--- src/design/kes_pkg.sv ---
// kes_pkg: shared types and codes for the key event scanner
// used by kes_lane, kes_merge and key_event_scanner_fifo_top; no dependencies

package kes_pkg;

   localparam logic [7:0] PRESS_TICKS_RESET = 8'd2;
   localparam logic [7:0] LONG_TICKS_RESET  = 8'd40;

   // event kinds
   localparam logic [1:0] KIND_PRESS   = 2'd0;
   localparam logic [1:0] KIND_LONG    = 2'd1;
   localparam logic [1:0] KIND_RELEASE = 2'd2;

   // queue fill codes
   localparam logic [1:0] FILL_EMPTY = 2'd0;
   localparam logic [1:0] FILL_SOME  = 2'd1;
   localparam logic [1:0] FILL_FULL  = 2'd2;

   // request kinds on req_tuser
   localparam logic REQ_SCAN = 1'b0;
   localparam logic REQ_READ = 1'b1;

   // register indexes
   localparam logic CSR_PRESS_TICKS = 1'b0;
   localparam logic CSR_LONG_TICKS  = 1'b1;

   localparam int INPUT_KEYS = 4;

   typedef struct packed {
      logic       hit;
      logic [1:0] kind;
   } event_type;

   typedef struct packed {
      logic       ev_valid;
      logic [1:0] ev_key;
      logic [1:0] ev_kind;
      logic [1:0] status;
      logic [2:0] dropped;
   } rsp_type;

endpackage

--- src/design/kes_lane.sv ---
// kes_lane: hold counter and event decision for one key
// depends on kes_pkg for event_type and the event kind codes

module kes_lane (
   input  logic                clock,
   input  logic                reset,
   input  logic                tick,
   input  logic                down,
   input  logic [7:0]          press_ticks,
   input  logic [7:0]          long_ticks,
   output kes_pkg::event_type  ev
);

   logic [7:0] count_ff;
   logic [7:0] count_in;
   logic [7:0] count_inc;

   always_comb begin
      count_inc = count_ff + 8'd1;
      count_in  = count_ff;
      ev        = '0;
      if (down) begin
         count_in = count_inc;
         if (count_inc < press_ticks) begin
            // still debouncing
         end else if (count_inc == press_ticks) begin
            ev.hit  = 1'b1;
            ev.kind = kes_pkg::KIND_PRESS;
         end else if (count_inc >= long_ticks) begin
            ev.hit   = 1'b1;
            ev.kind  = kes_pkg::KIND_LONG;
            count_in = '0;
         end
      end else if (count_ff >= press_ticks) begin
         ev.hit   = 1'b1;
         ev.kind  = kes_pkg::KIND_RELEASE;
         count_in = '0;
      end
   end

   always_ff @(posedge clock) begin
      if (reset) begin
         count_ff <= '0;
      end else if (tick) begin
         count_ff <= count_in;
      end
   end

endmodule

--- src/design/kes_merge.sv ---
// kes_merge: walks the lane events in key order into the event ring, serves reads
// and holds the result register; depends on kes_pkg

module kes_merge #(
   parameter int QUEUE_DEPTH = 16,
   parameter int NUM_KEYS    = 4
) (
   input  logic                                clock,
   input  logic                                reset,
   input  logic                                accept,
   input  logic                                is_read,
   input  kes_pkg::event_type [NUM_KEYS-1:0]   lane_ev,
   output logic                                ready,
   output logic                                rsp_valid,
   input  logic                                rsp_ready,
   output kes_pkg::rsp_type                    rsp
);

   localparam int PTR_W = $clog2(QUEUE_DEPTH);

   typedef enum logic [1:0] {ST_IDLE, ST_SCAN, ST_READ, ST_RDOUT} state_type;

   state_type                     state_ff, state_in;
   logic [NUM_KEYS-1:0]           pend_ff, pend_in;
   logic [NUM_KEYS-1:0][1:0]      kinds_ff, kinds_in;
   logic [2:0]                    drop_ff, drop_in;
   logic [PTR_W-1:0]              wptr_ff, wptr_in;
   logic [PTR_W-1:0]              rptr_ff, rptr_in;
   logic [1:0]                    fill_ff, fill_in;
   logic                          rd_hit_ff, rd_hit_in;
   logic                          rsp_valid_ff, rsp_valid_in;
   kes_pkg::rsp_type              rsp_ff, rsp_in;
   logic [3:0]                    rd_data_ff;
   logic [3:0]                    mem [QUEUE_DEPTH];
   logic                          mem_we, mem_re;
   logic [3:0]                    mem_wdata;
   logic [1:0]                    pick_key, pick_kind;
   logic                          out_free, finish;
   logic [NUM_KEYS-1:0]           hits;
   logic [NUM_KEYS-1:0][1:0]      kinds;

   function automatic logic [PTR_W-1:0] ptr_next(input logic [PTR_W-1:0] p);
      return (p == PTR_W'(QUEUE_DEPTH - 1)) ? '0 : p + 1'b1;
   endfunction

   always_comb begin
      for (int i = 0; i < NUM_KEYS; i++) begin
         hits[i]  = lane_ev[i].hit;
         kinds[i] = lane_ev[i].kind;
      end
   end

   // lowest pending key goes first
   always_comb begin
      pick_key  = '0;
      pick_kind = '0;
      for (int i = NUM_KEYS - 1; i >= 0; i--) begin
         if (pend_ff[i]) begin
            pick_key  = 2'(i);
            pick_kind = kinds_ff[i];
         end
      end
   end

   assign out_free  = !rsp_valid_ff || rsp_ready;
   assign mem_wdata = {pick_kind, pick_key};

   always_comb begin
      state_in     = state_ff;
      pend_in      = pend_ff;
      kinds_in     = kinds_ff;
      drop_in      = drop_ff;
      wptr_in      = wptr_ff;
      rptr_in      = rptr_ff;
      fill_in      = fill_ff;
      rd_hit_in    = rd_hit_ff;
      rsp_valid_in = rsp_valid_ff && !rsp_ready;
      rsp_in       = rsp_ff;
      mem_we       = 1'b0;
      mem_re       = 1'b0;
      finish       = 1'b0;
      unique case (state_ff)
         ST_IDLE: begin
            finish = 1'b1;
         end
         ST_SCAN: begin
            if (pend_ff != '0) begin
               if (fill_ff != kes_pkg::FILL_FULL) begin
                  mem_we  = 1'b1;
                  wptr_in = ptr_next(wptr_ff);
                  fill_in = (wptr_in == rptr_ff) ? kes_pkg::FILL_FULL : kes_pkg::FILL_SOME;
               end else if (drop_ff != 3'd7) begin
                  drop_in = drop_ff + 3'd1;
               end
               pend_in = pend_ff & (pend_ff - 1'b1);
            end
            if (pend_in == '0 && out_free) begin
               finish         = 1'b1;
               rsp_valid_in   = 1'b1;
               rsp_in         = '0;
               rsp_in.status  = fill_in;
               rsp_in.dropped = drop_in;
               state_in       = ST_IDLE;
            end
         end
         ST_READ: begin
            rd_hit_in = 1'b0;
            if (fill_ff != kes_pkg::FILL_EMPTY) begin
               mem_re    = 1'b1;
               rd_hit_in = 1'b1;
               rptr_in   = ptr_next(rptr_ff);
               fill_in   = (rptr_in == wptr_ff) ? kes_pkg::FILL_EMPTY : kes_pkg::FILL_SOME;
            end
            state_in = ST_RDOUT;
         end
         ST_RDOUT: begin
            if (out_free) begin
               finish          = 1'b1;
               rsp_valid_in    = 1'b1;
               rsp_in.ev_valid = rd_hit_ff;
               rsp_in.ev_key   = rd_hit_ff ? rd_data_ff[1:0] : 2'd0;
               rsp_in.ev_kind  = rd_hit_ff ? rd_data_ff[3:2] : 2'd0;
               rsp_in.status   = fill_ff;
               rsp_in.dropped  = '0;
               state_in        = ST_IDLE;
            end
         end
         default: state_in = ST_IDLE;
      endcase
      if (accept) begin
         state_in = is_read ? ST_READ : ST_SCAN;
         pend_in  = is_read ? '0 : hits;
         kinds_in = kinds;
         drop_in  = '0;
      end
   end

   assign ready     = finish;
   assign rsp_valid = rsp_valid_ff;
   assign rsp       = rsp_ff;

   always_ff @(posedge clock) begin
      if (reset) begin
         state_ff     <= ST_IDLE;
         pend_ff      <= '0;
         drop_ff      <= '0;
         wptr_ff      <= '0;
         rptr_ff      <= '0;
         fill_ff      <= kes_pkg::FILL_EMPTY;
         rd_hit_ff    <= 1'b0;
         rsp_valid_ff <= 1'b0;
      end else begin
         state_ff     <= state_in;
         pend_ff      <= pend_in;
         drop_ff      <= drop_in;
         wptr_ff      <= wptr_in;
         rptr_ff      <= rptr_in;
         fill_ff      <= fill_in;
         rd_hit_ff    <= rd_hit_in;
         rsp_valid_ff <= rsp_valid_in;
      end
      kinds_ff <= kinds_in;
      rsp_ff   <= rsp_in;
   end

   // event ring: one write and one registered read a cycle
   always_ff @(posedge clock) begin
      if (mem_we) begin
         mem[wptr_ff] <= mem_wdata;
      end
      if (mem_re) begin
         rd_data_ff <= mem[rptr_ff];
      end
   end

   a_full_ptrs : assert property (@(posedge clock) disable iff (reset)
      (fill_ff == kes_pkg::FILL_FULL) |-> (wptr_ff == rptr_ff))
      else $error("full ring with pointers apart");

   a_empty_ptrs : assert property (@(posedge clock) disable iff (reset)
      (fill_ff == kes_pkg::FILL_EMPTY) |-> (wptr_ff == rptr_ff))
      else $error("empty ring with pointers apart");

   a_no_write_full : assert property (@(posedge clock) disable iff (reset)
      mem_we |-> (fill_ff != kes_pkg::FILL_FULL))
      else $error("write into full ring");

   a_read_then_out : assert property (@(posedge clock) disable iff (reset)
      (state_ff == ST_READ) |=> (state_ff == ST_RDOUT))
      else $error("read did not move to output");

   a_pop_no_drop : assert property (@(posedge clock) disable iff (reset)
      (rsp_valid_ff && rsp_ff.ev_valid) |-> (rsp_ff.dropped == 3'd0))
      else $error("popped event reports drops");

endmodule

--- src/design/key_event_scanner_fifo_top.sv ---
// key_event_scanner_fifo_top: debounced key scanner with an event ring
// depends on kes_pkg, kes_lane and kes_merge
//
// A scan transfer (req_tuser low) updates all NUM_KEYS hold counters at once,
// one lane per key, and its events then enter the ring in key order at one
// per cycle through the ring's single write port; the next request can be
// taken in the same cycle as the last event is handled. A read transfer
// (req_tuser high) does the registered ring read in a read state and then
// answers in an output state. A response still waiting in the output register
// stalls the next response, and so holds off the request after it. Every
// request gives exactly one response; event fields are zero unless rsp_tuser
// is high. The ring holds QUEUE_DEPTH events, events arriving while it is full
// are counted in the response and lost.

module key_event_scanner_fifo_top #(
   parameter int QUEUE_DEPTH = 16,
   parameter int NUM_KEYS    = 4
) (
   input  logic        clock,
   input  logic        reset,
   input  logic        req_tvalid,
   output logic        req_tready,
   input  logic [7:0]  req_tdata,   // keys_down[3:0], zero fill
   input  logic        req_tuser,   // req_type
   output logic        rsp_tvalid,
   input  logic        rsp_tready,
   output logic [15:0] rsp_tdata,   // event_key[1:0], event_kind[3:2], queue_status[5:4],
                                    // dropped_events[8:6], zero fill
   output logic        rsp_tuser,   // event_valid
   input  logic        csr_we,
   input  logic        csr_index,
   input  logic [7:0]  csr_wdata
);

   logic [7:0]                         press_ff, long_ff;
   logic                               accept, scan_tick;
   kes_pkg::event_type [NUM_KEYS-1:0]  lane_ev;
   kes_pkg::rsp_type                   rsp;

   always_ff @(posedge clock) begin
      if (reset) begin
         press_ff <= kes_pkg::PRESS_TICKS_RESET;
         long_ff  <= kes_pkg::LONG_TICKS_RESET;
      end else if (csr_we) begin
         unique case (csr_index)
            kes_pkg::CSR_PRESS_TICKS: press_ff <= csr_wdata;
            kes_pkg::CSR_LONG_TICKS:  long_ff  <= csr_wdata;
            default: ;
         endcase
      end
   end

   assign accept    = req_tvalid && req_tready;
   assign scan_tick = accept && (req_tuser == kes_pkg::REQ_SCAN);

   for (genvar k = 0; k < NUM_KEYS; k++) begin : g_lane
      logic down;
      // keys past the input field always read released
      if (k < kes_pkg::INPUT_KEYS) begin : g_pin
         assign down = req_tdata[k];
      end else begin : g_none
         assign down = 1'b0;
      end
      kes_lane u_lane (
         .clock       (clock),
         .reset       (reset),
         .tick        (scan_tick),
         .down        (down),
         .press_ticks (press_ff),
         .long_ticks  (long_ff),
         .ev          (lane_ev[k])
      );
   end

   kes_merge #(
      .QUEUE_DEPTH (QUEUE_DEPTH),
      .NUM_KEYS    (NUM_KEYS)
   ) u_merge (
      .clock     (clock),
      .reset     (reset),
      .accept    (accept),
      .is_read   (req_tuser == kes_pkg::REQ_READ),
      .lane_ev   (lane_ev),
      .ready     (req_tready),
      .rsp_valid (rsp_tvalid),
      .rsp_ready (rsp_tready),
      .rsp       (rsp)
   );

   assign rsp_tuser = rsp.ev_valid;
   assign rsp_tdata = {7'd0, rsp.dropped, rsp.status, rsp.ev_kind, rsp.ev_key};

endmodule

--- config.mk ---
export PLATFORM = sky130hd
export DESIGN_NAME = key_event_scanner_fifo_top
export DESIGN_NICKNAME = d
export VERILOG_FILES = /design/src/design/kes_pkg.sv /design/src/design/kes_lane.sv /design/src/design/kes_merge.sv /design/src/design/key_event_scanner_fifo_top.sv
export SDC_FILE = /design/constraint.sdc
export NUM_CORES = 1
export LEC_CHECK = 0
export ABC_CLOCK_PERIOD_IN_PS = 3800
export BUFFER_PORTS_ARGS = -buffer_cell sky130_fd_sc_hd__buf_4
export CAP_MARGIN = 15
export CORE_UTILIZATION = 45
export DETAILED_ROUTE_END_ITERATION = 8
export SYNTH_ARGS = -nofsm -noshare
export SYNTH_HDL_FRONTEND = slang
export SYNTH_SLANG_ARGS = --single-unit
--- constraint.sdc ---
create_clock -name clock -period 3.8 [get_ports clock]
set_input_delay 0.57 -clock clock [delete_from_list [all_inputs] [get_ports clock]]
set_output_delay 0.57 -clock clock [all_outputs]
set_load 0.1 [all_outputs]
==> out/qor.csv, run 1 <==
stage,metric,value,unit
run_status,outcome,"finished, final reports clean",
global_routing,aggregate global-route resource usage,0.214,
global_routing,global-route wire length before repair,33500,µm
global_routing,fraction of met1 tracks used by global routing,0.307,
sta,summed negative setup slack over all endpoints,0,ns
sta,Final Max Tran Viols,0,
logic_synthesis,proportion of synthesized chip area in sequential cells,0.438,
logic_synthesis,warning count from the yosys run,0,
cts,depth of the CTS H-tree,4,
sta,post-layout minimum cycle time,3.34,ns
drt,overall routed net length,20400,µm
cts,CTS tree,built,
flow_run,count of maximum capacitance violations,0,
drt,Starting DRT DRC Count,430,
placed_design,final estimated routing congestion in global placement,0.820,
drt,via count,6599,
critical_path,arrival time of the worst setup path,3.64,ns
global_routing,grt peak-use layer,met2,
sta,Fmax achieved,0.300,GHz
global_routing,via count of the first global-routing pass,6379,
logic_synthesis,post-synthesis area per instance,10.3,µm²
hold_path,type of the worst min-delay path,primary input to flop,
logic_synthesis,post-synth cell types,66,
cts,clock buffers created by TritonCTS,17,
floorplanning,top-level port count,42,
cells_and_area,area of all placed cells without fillers,10100,µm²
logic_synthesis,synthesized netlist cell count,877,
placed_design,Port-buffer cells,30,
cts,number of setup buffers added after CTS,0,
critical_path,crit-path max cell delay,0.56,ns
cells_and_area,Post-Route Utilization,0.517,
drt,Initial DRT Pass Iterations,5,
cts,later-pin clock latency in the skew report,0.43,ns
floorplanning,Initial Utilization,0.462,
sta,final period utilization,0.878,
critical_path,crit path cell chain,"ha_1, nand3_1, and2_1, or2_2, ha_1, o211a_1, o31ai_1, a21o_1, o31ai_1, nor2_1, a22oi_1, nor2_1",
sta,setup repair after global routing missed its margin,false,
cells_and_area,number of diodes added for antenna fixing,0,
placed_design,Area after DPL,9500,µm²
drt,remaining design rule violation count,0,
critical_path,cell type of the slowest stage on the worst timing path,sky130_fd_sc_hd__o31ai_1,
critical_path,startpoint type of the worst setup path,flop,
sta,slew margin rel.,0.282,
logic_synthesis,register bit total from synthesis,155,
sta,worst clock skew,0.0113,ns
cells_and_area,count of non-filler cells in the finished layout,1183,
pwr,leakage,4.02,nW
floorplanning,num rows,51,
cts,library cell used as clock root buffer,sky130_fd_sc_hd__clkbuf_16,
cells_and_area,fraction of layout cells with a size suffix above 1,0.111,
global_routing,met3 Usage GRT,0.0307,
floorplanning,chip height,144,µm
floorplanning,area of the core region,19600,µm²
logic_synthesis,share of flip-flops with an asynchronous set or reset,0,
pwr,worst ir drop on vdd,278,µV
global_routing,met2 capacity usage during global routing,0.330,
logic_synthesis,Post-synth EDFFs,86,
drt,count of nets left with antenna violations after detail routing,0,
cts,post-cts resize count,0,
drt,drt wl/cell,17.2,µm
critical_path,maximum net fanout on the critical path,7,
floorplanning,die footprint,20700,µm²
pwr,Pwr per Cell Area,397,nW/µm²
drt,via count normalized by instance count,5.58,
critical_path,Setup Crit Path Kind,flop to flop,
cts,maximum number of buffers from clock root to sink,2,
cells_and_area,Final #Nets,1034,
critical_path,endpoint class of the critical path,flop,
logic_synthesis,Syn Std Cell Area,9050,µm²
cts,hold-fix buffer count after cts,0,
placed_design,half-perimeter wire length of the detailed placement result,14600,µm
sta,Final setup viols,0,
cts,# clock sinks,155,
sta,transition time at the pin with the least slew margin,1.07,ns
critical_path,Worst Path Required,4.10,ns
sta,final hold violations,0,
cells_and_area,area growth from synthesis to final layout,11.9,%
cts,"Clk pin slew, worst setup/hold paths",0.07,ns
global_routing,leftover overflow at the end of global routing,0,
global_routing,pin count of the biggest net entering global routing,52,
floorplanning,die boundary width,144,µm
global_routing,initial antenna violation count,0,
logic_synthesis,flip-flop cell with the highest count after synthesis,sky130_fd_sc_hd__edfxtp_1,
placed_design,Cell Count Post-Placement,1150,
-- power breakdown --
part | total, W | internal (W) | switching [W]
clock | 0.00179 | 0.00101 | 0.000786
combinational | 0.000412 | 0.000121 | 0.000290
sequential | 0.00182 | 0.00180 | 0.0000244
total | 0.00403 | 0.00293 | 0.00110
-- routing by layer --
metal,wire length [µm],up-vias
met1,10300,3164
li1,-,3289
met2,9080,126
met3,761,20
met4,296,0
met5,0,-
-- final timing paths --
check	endpoint	from	slack, ns	depth (start not counted)
max	g_lane[3].u_lane.count_ff[7]$_SDFFE_PP0P_	g_lane[3].u_lane.count_ff[0]$_SDFFE_PP0P_	0.46	12
min	long_ff[3]$_SDFFE_PP1P_	csr_wdata[3]	0.38	3
max reg2reg	g_lane[3].u_lane.count_ff[7]$_SDFFE_PP0P_	g_lane[3].u_lane.count_ff[0]$_SDFFE_PP0P_	0.46	12
min reg2reg	press_ff[4]$_SDFFE_PP0P_	press_ff[4]$_SDFFE_PP0P_	0.46	2
-- stage by stage --
step           hold slack, ns  setup WS (ns)  total power, W
2_1_floorplan           0.432          0.721         0.00216
6_report                0.375          0.463         0.00403
5_1_grt                 0.376          0.196         0.00416
3_3_place_gp            0.442          0.557         0.00227
3_5_place_dp            0.447          0.557         0.00227
4_1_cts                 0.367          0.522         0.00406
-- synthesized netlist by cell type, drive strengths merged (9+ instances only) --
master / n / area share
a21oi: 62 / 0.034
and2: 10 / 0.0069
mux4: 20 / 0.050
a21o: 11 / 0.0091
o21ai: 35 / 0.020
edfxtp: 86 / 0.29
clkbuf: 17 / 0.0070
or3: 11 / 0.0076
nor2b: 18 / 0.012
ha: 106 / 0.15
xor2: 17 / 0.016
nand3: 33 / 0.018
buf: 20 / 0.016
inv: 43 / 0.018
a211oi: 9 / 0.0075
nand4: 13 / 0.0090
xnor2: 16 / 0.015
nand2b: 14 / 0.0097
nor3: 19 / 0.011
nand2: 84 / 0.035
dfxtp: 69 / 0.15
a31oi: 12 / 0.0083
nor2: 65 / 0.027
-- worst max-delay path: cells and delay by family (launching register included) --
family	cells	cell delay [ns]
simple gates	5	0.97
flops	1	0.45
compound gates	5	1.17
fa+ha+maj	2	0.60
-- cell families after synthesis --
| family | count (synthesis) | synth area share |
|---|---|---|
| compound gates | 190 | 0.134 |
| xor+xnor | 33 | 0.0319 |
| fa+ha+maj | 107 | 0.148 |
| buf+inv | 80 | 0.0406 |
| flops | 155 | 0.438 |
| mux | 24 | 0.0542 |
| other cells | 1 | 0.000414 |
| simple gates | 287 | 0.153 |
-- area by class of cell --
class / instances / area [µm²]
inverters: 43 / 161
flip-flops and latches: 155 / 3960
well taps: 265 / 332
clock buffers: 17 / 425
clock inverters: 15 / 201
fillers: 1766 / 9460
repair buffers: 40 / 300
multi-input cells: 648 / 4750
-- sequential cells by signal, indices dropped and copies added, names as in the netlist --
name and flops:
u_merge.kinds_ff 8, u_merge.pend_ff 4, u_merge.mem 64, g_lane.u_lane.count_ff 32, u_merge.rsp_valid 1, u_merge.drop_ff 3
long_ff 8, u_merge.state_ff 2, u_merge.rptr_ff 4, u_merge.rd_hit_ff 1, press_ff 8, u_merge.rd_data_ff 4
u_merge.wptr_ff 4, u_merge.fill_ff 2, u_merge.rsp 10
-- cell usage in the layout, fill, tap and decap left out, drive strengths merged, types with 13 or more instances in the layout --
cell type and n:
dfxtp 69, mux4 20, nor2b 18, nand2 84, nand4 13, buf 40
xor2 17, ha 106, edfxtp 86, clkbuf 17, nor3 19, inv 50
nand3 33, nand2b 14, nor2 65, xnor2 16, o21ai 35, a21oi 62
Note: power is estimated with default switching activity, not from simulation.
==> run 2, diff against run 1 <==
--- a/config.mk
+++ b/config.mk
@@ -10,6 +10,7 @@
 export CAP_MARGIN = 15
 export CORE_UTILIZATION = 45
 export DETAILED_ROUTE_END_ITERATION = 8
+export PLACE_DENSITY = 0.62
 export SYNTH_ARGS = -nofsm -noshare
 export SYNTH_HDL_FRONTEND = slang
 export SYNTH_SLANG_ARGS = --single-unit
==> out/qor.csv, run 2 (same netlist as run 1, synthesis figures left out) <==
stage,metric,value,unit,change
run_status,outcome,"finished, final reports clean",,unchanged
drt,drt wl/cell,17.2,µm,about the same
placed_design,half-perimeter wire length of the detailed placement result,14600,µm,about the same
cells_and_area,"top library cells by usage in the layout, fill and taps aside","106 x sky130_fd_sc_hd__ha_1, 86 x sky130_fd_sc_hd__edfxtp_1, 84 x sky130_fd_sc_hd__nand2_1",,unchanged
sta,summed negative setup slack over all endpoints,0,ns,unchanged
placed_design,Area after DPL,9500,µm²,about the same
global_routing,global-route wire length before repair,33400,µm,was 33500 µm
pwr,P_sw,0.00110,W,about the same
critical_path,crit path cell chain,"ha_1, nand3_1, nor2_1, xor2_1, ha_1, nand4_1, or4b_2, a31oi_1, a21o_1, a21o_1",,"was ha_1, nand3_1, and2_1, or2_2, ha_1, o211a_1, o31ai_1, a21o_1, o31ai_1, nor2_1, a22oi_1, nor2_1"
cts,depth of the CTS H-tree,4,,unchanged
cts,hold-fix buffer count after cts,0,,unchanged
critical_path,Setup Crit Path Kind,flop to flop,,unchanged
global_routing,aggregate global-route resource usage,0.213,,was 0.214
sta,Final setup viols,0,,unchanged
drt,Starting DRT DRC Count,449,,was 430
cts,"Clk pin slew, worst setup/hold paths",0.07,ns,about the same
pwr,leakage,4.02,nW,about the same
global_routing,via count of the first global-routing pass,6218,,was 6379
cts,clock buffers created by TritonCTS,17,,unchanged
cells_and_area,Largest register FFs,64,,unchanged
cells_and_area,Final #Nets,1035,,was 1034
critical_path,crit-path max cell delay,0.72,ns,was 0.56 ns
cells_and_area,filler cell count,1741,,was 1766
drt,via count normalized by instance count,5.53,,was 5.58
placed_design,Port-buffer cells,30,,unchanged
floorplanning,area of the core region,19600,µm²,unchanged
cells_and_area,Biggest register,u_merge.mem,,unchanged
floorplanning,Initial Utilization,0.462,,unchanged
global_routing,pin count of the biggest net entering global routing,52,,unchanged
cts,number of setup buffers added after CTS,0,,unchanged
sta,slew margin rel.,0.238,,was 0.282
pwr,worst ir drop on vdd,228,µV,was 278 µV
pwr,part of the total power dissipated in sequential elements,0.461,,was 0.453
pwr,proportion of total power due to net switching,0.277,,was 0.273
sta,Fmax achieved,0.304,GHz,was 0.300 GHz
critical_path,endpoint class of the critical path,flop,,unchanged
pwr,internal portion of total power,0.00286,W,was 0.00293 W
drt,overall routed net length,20400,µm,about the same
critical_path,maximum net fanout on the critical path,8,,was 7
hold_path,type of the worst min-delay path,primary input to flop,,unchanged
drt,count of nets left with antenna violations after detail routing,0,,unchanged
sta,setup repair after global routing missed its margin,false,,unchanged
drt,remaining design rule violation count,0,,unchanged
sta,final hold violations,0,,unchanged
cts,# clock sinks,155,,unchanged
cts,CTS tree,built,,unchanged
floorplanning,top-level port count,42,,unchanged
cells_and_area,"most common cell after layout, fill and taps aside",sky130_fd_sc_hd__ha_1,,unchanged
floorplanning,num rows,51,,unchanged
floorplanning,die footprint,20700,µm²,unchanged
sta,Final Max Tran Viols,0,,unchanged
cells_and_area,Post-Route Utilization,0.516,,was 0.517
critical_path,arrival time of the worst setup path,3.67,ns,was 3.64 ns
sta,worst hold slack,0.385,ns,was 0.375 ns
critical_path,startpoint type of the worst setup path,flop,,unchanged
floorplanning,die boundary width,144,µm,unchanged
global_routing,leftover overflow at the end of global routing,0,,unchanged
cells_and_area,number of diodes added for antenna fixing,0,,unchanged
pwr,Pwr per Cell Area,392,nW/µm²,was 397 nW/µm²
critical_path,cell type of the slowest stage on the worst timing path,sky130_fd_sc_hd__or4b_2,,was sky130_fd_sc_hd__o31ai_1
sta,transition time at the pin with the least slew margin,1.14,ns,was 1.07 ns
cells_and_area,fraction of layout cells with a size suffix above 1,0.110,,was 0.111
drt,via count,6551,,was 6599
floorplanning,chip height,144,µm,unchanged
cells_and_area,area of all placed cells without fillers,10100,µm²,about the same
global_routing,initial antenna violation count,0,,unchanged
sta,worst clock skew,0.0181,ns,was 0.0113 ns
cells_and_area,area growth from synthesis to final layout,11.6,%,was 11.9%
sta,final period utilization,0.866,,was 0.878
drt,Initial DRT Pass Iterations,5,,unchanged
cts,maximum number of buffers from clock root to sink,2,,unchanged
sta,post-layout minimum cycle time,3.29,ns,was 3.34 ns
cts,library cell used as clock root buffer,sky130_fd_sc_hd__clkbuf_16,,unchanged
flow_run,count of maximum capacitance violations,0,,unchanged
pwr,clock network fraction of total power,0.436,,was 0.445
pwr,share of power burned in combinational logic,0.103,,was 0.102
cts,later-pin clock latency in the skew report,0.44,ns,was 0.43 ns
critical_path,Worst Path Required,4.18,ns,was 4.10 ns
placed_design,final estimated routing congestion in global placement,0.810,,was 0.820
cts,post-cts resize count,0,,unchanged
==> run 2: changes by cell type in the layout (fill, tap and decap cells not counted), sizes merged <==
cell,previous run,this run
clkinvlp,2,1
buf,40,41
clkinv,4,3
clkbuf,17,18
bufinv,2,1
inv,50,52
==> run 2: path summary, 6_finish.rpt <==
kind / from / slack (ns) / end / cells past startpoint
hold / removal: csr_wdata[3] / 0.38 / long_ff[3]$_SDFFE_PP1P_ / 3
setup reg to reg: g_lane[0].u_lane.count_ff[0]$_SDFFE_PP0P_ / 0.51 / g_lane[0].u_lane.count_ff[4]$_SDFFE_PP0P_ / 10
setup / recovery: g_lane[0].u_lane.count_ff[0]$_SDFFE_PP0P_ / 0.51 / g_lane[0].u_lane.count_ff[4]$_SDFFE_PP0P_ / 10
hold reg to reg: press_ff[5]$_SDFFE_PP0P_ / 0.45 / press_ff[5]$_SDFFE_PP0P_ / 2
==> run 2: through the flow <==
step	setup WS, ns	total power, W	instances
2_1_floorplan	0.721	0.00216	883
3_3_place_gp	0.559	0.00226	1151
3_5_place_dp	0.563	0.00227	1151
4_1_cts	0.515	0.00398	1183
5_1_grt	0.227	0.00409	1184
6_report	0.509	0.00396	1184
==> run 2: power groups by stage <==
stage	logic [W]	registers (W)	clock network (W)
after global routing	0.000450	0.00183	0.00181
after CTS	0.000407	0.00183	0.00175
after detailed placement	0.000406	0.00186	0
final	0.000407	0.00183	0.00173
after floorplan	0.000257	0.00191	0
after global placement	0.000402	0.00186	0
==> run 2: final cells by class <==
| type | count | area (µm²) | area share |
|---|---|---|---|
| inverters | 43 | 161 | 0.0160 |
| repair buffers | 41 | 308 | 0.0305 |
| clock inverters | 14 | 168 | 0.0166 |
| flip-flops and latches | 155 | 3960 | 0.392 |
| multi-input cells | 648 | 4750 | 0.470 |
| well taps | 265 | 332 | 0.0328 |
| clock buffers | 18 | 429 | 0.0425 |
==> run 2: layer usage <==
metal  routed length, µm  part of all wire  up-vias  track usage
li1                    -                 -     3288            -
met1               10500              0.52     3097        0.315
met2                8570              0.42      148        0.313
met3                 981             0.048       18       0.0377
met4                 304             0.015        0       0.0700
met5                   0                 0        -            0
==> run 2: worst max-delay path, delay by kind of cell (launching register included) <==
| kind | cells | cell delay, ns |
|---|---|---|
| XOR/XNOR | 1 | 0.11 |
| AND/OR/NAND/NOR | 4 | 1.21 |
| flip-flops | 1 | 0.51 |
| AO/OA/AOI/OAI | 3 | 0.80 |
| adder cells (fa/ha/maj) | 2 | 0.62 |
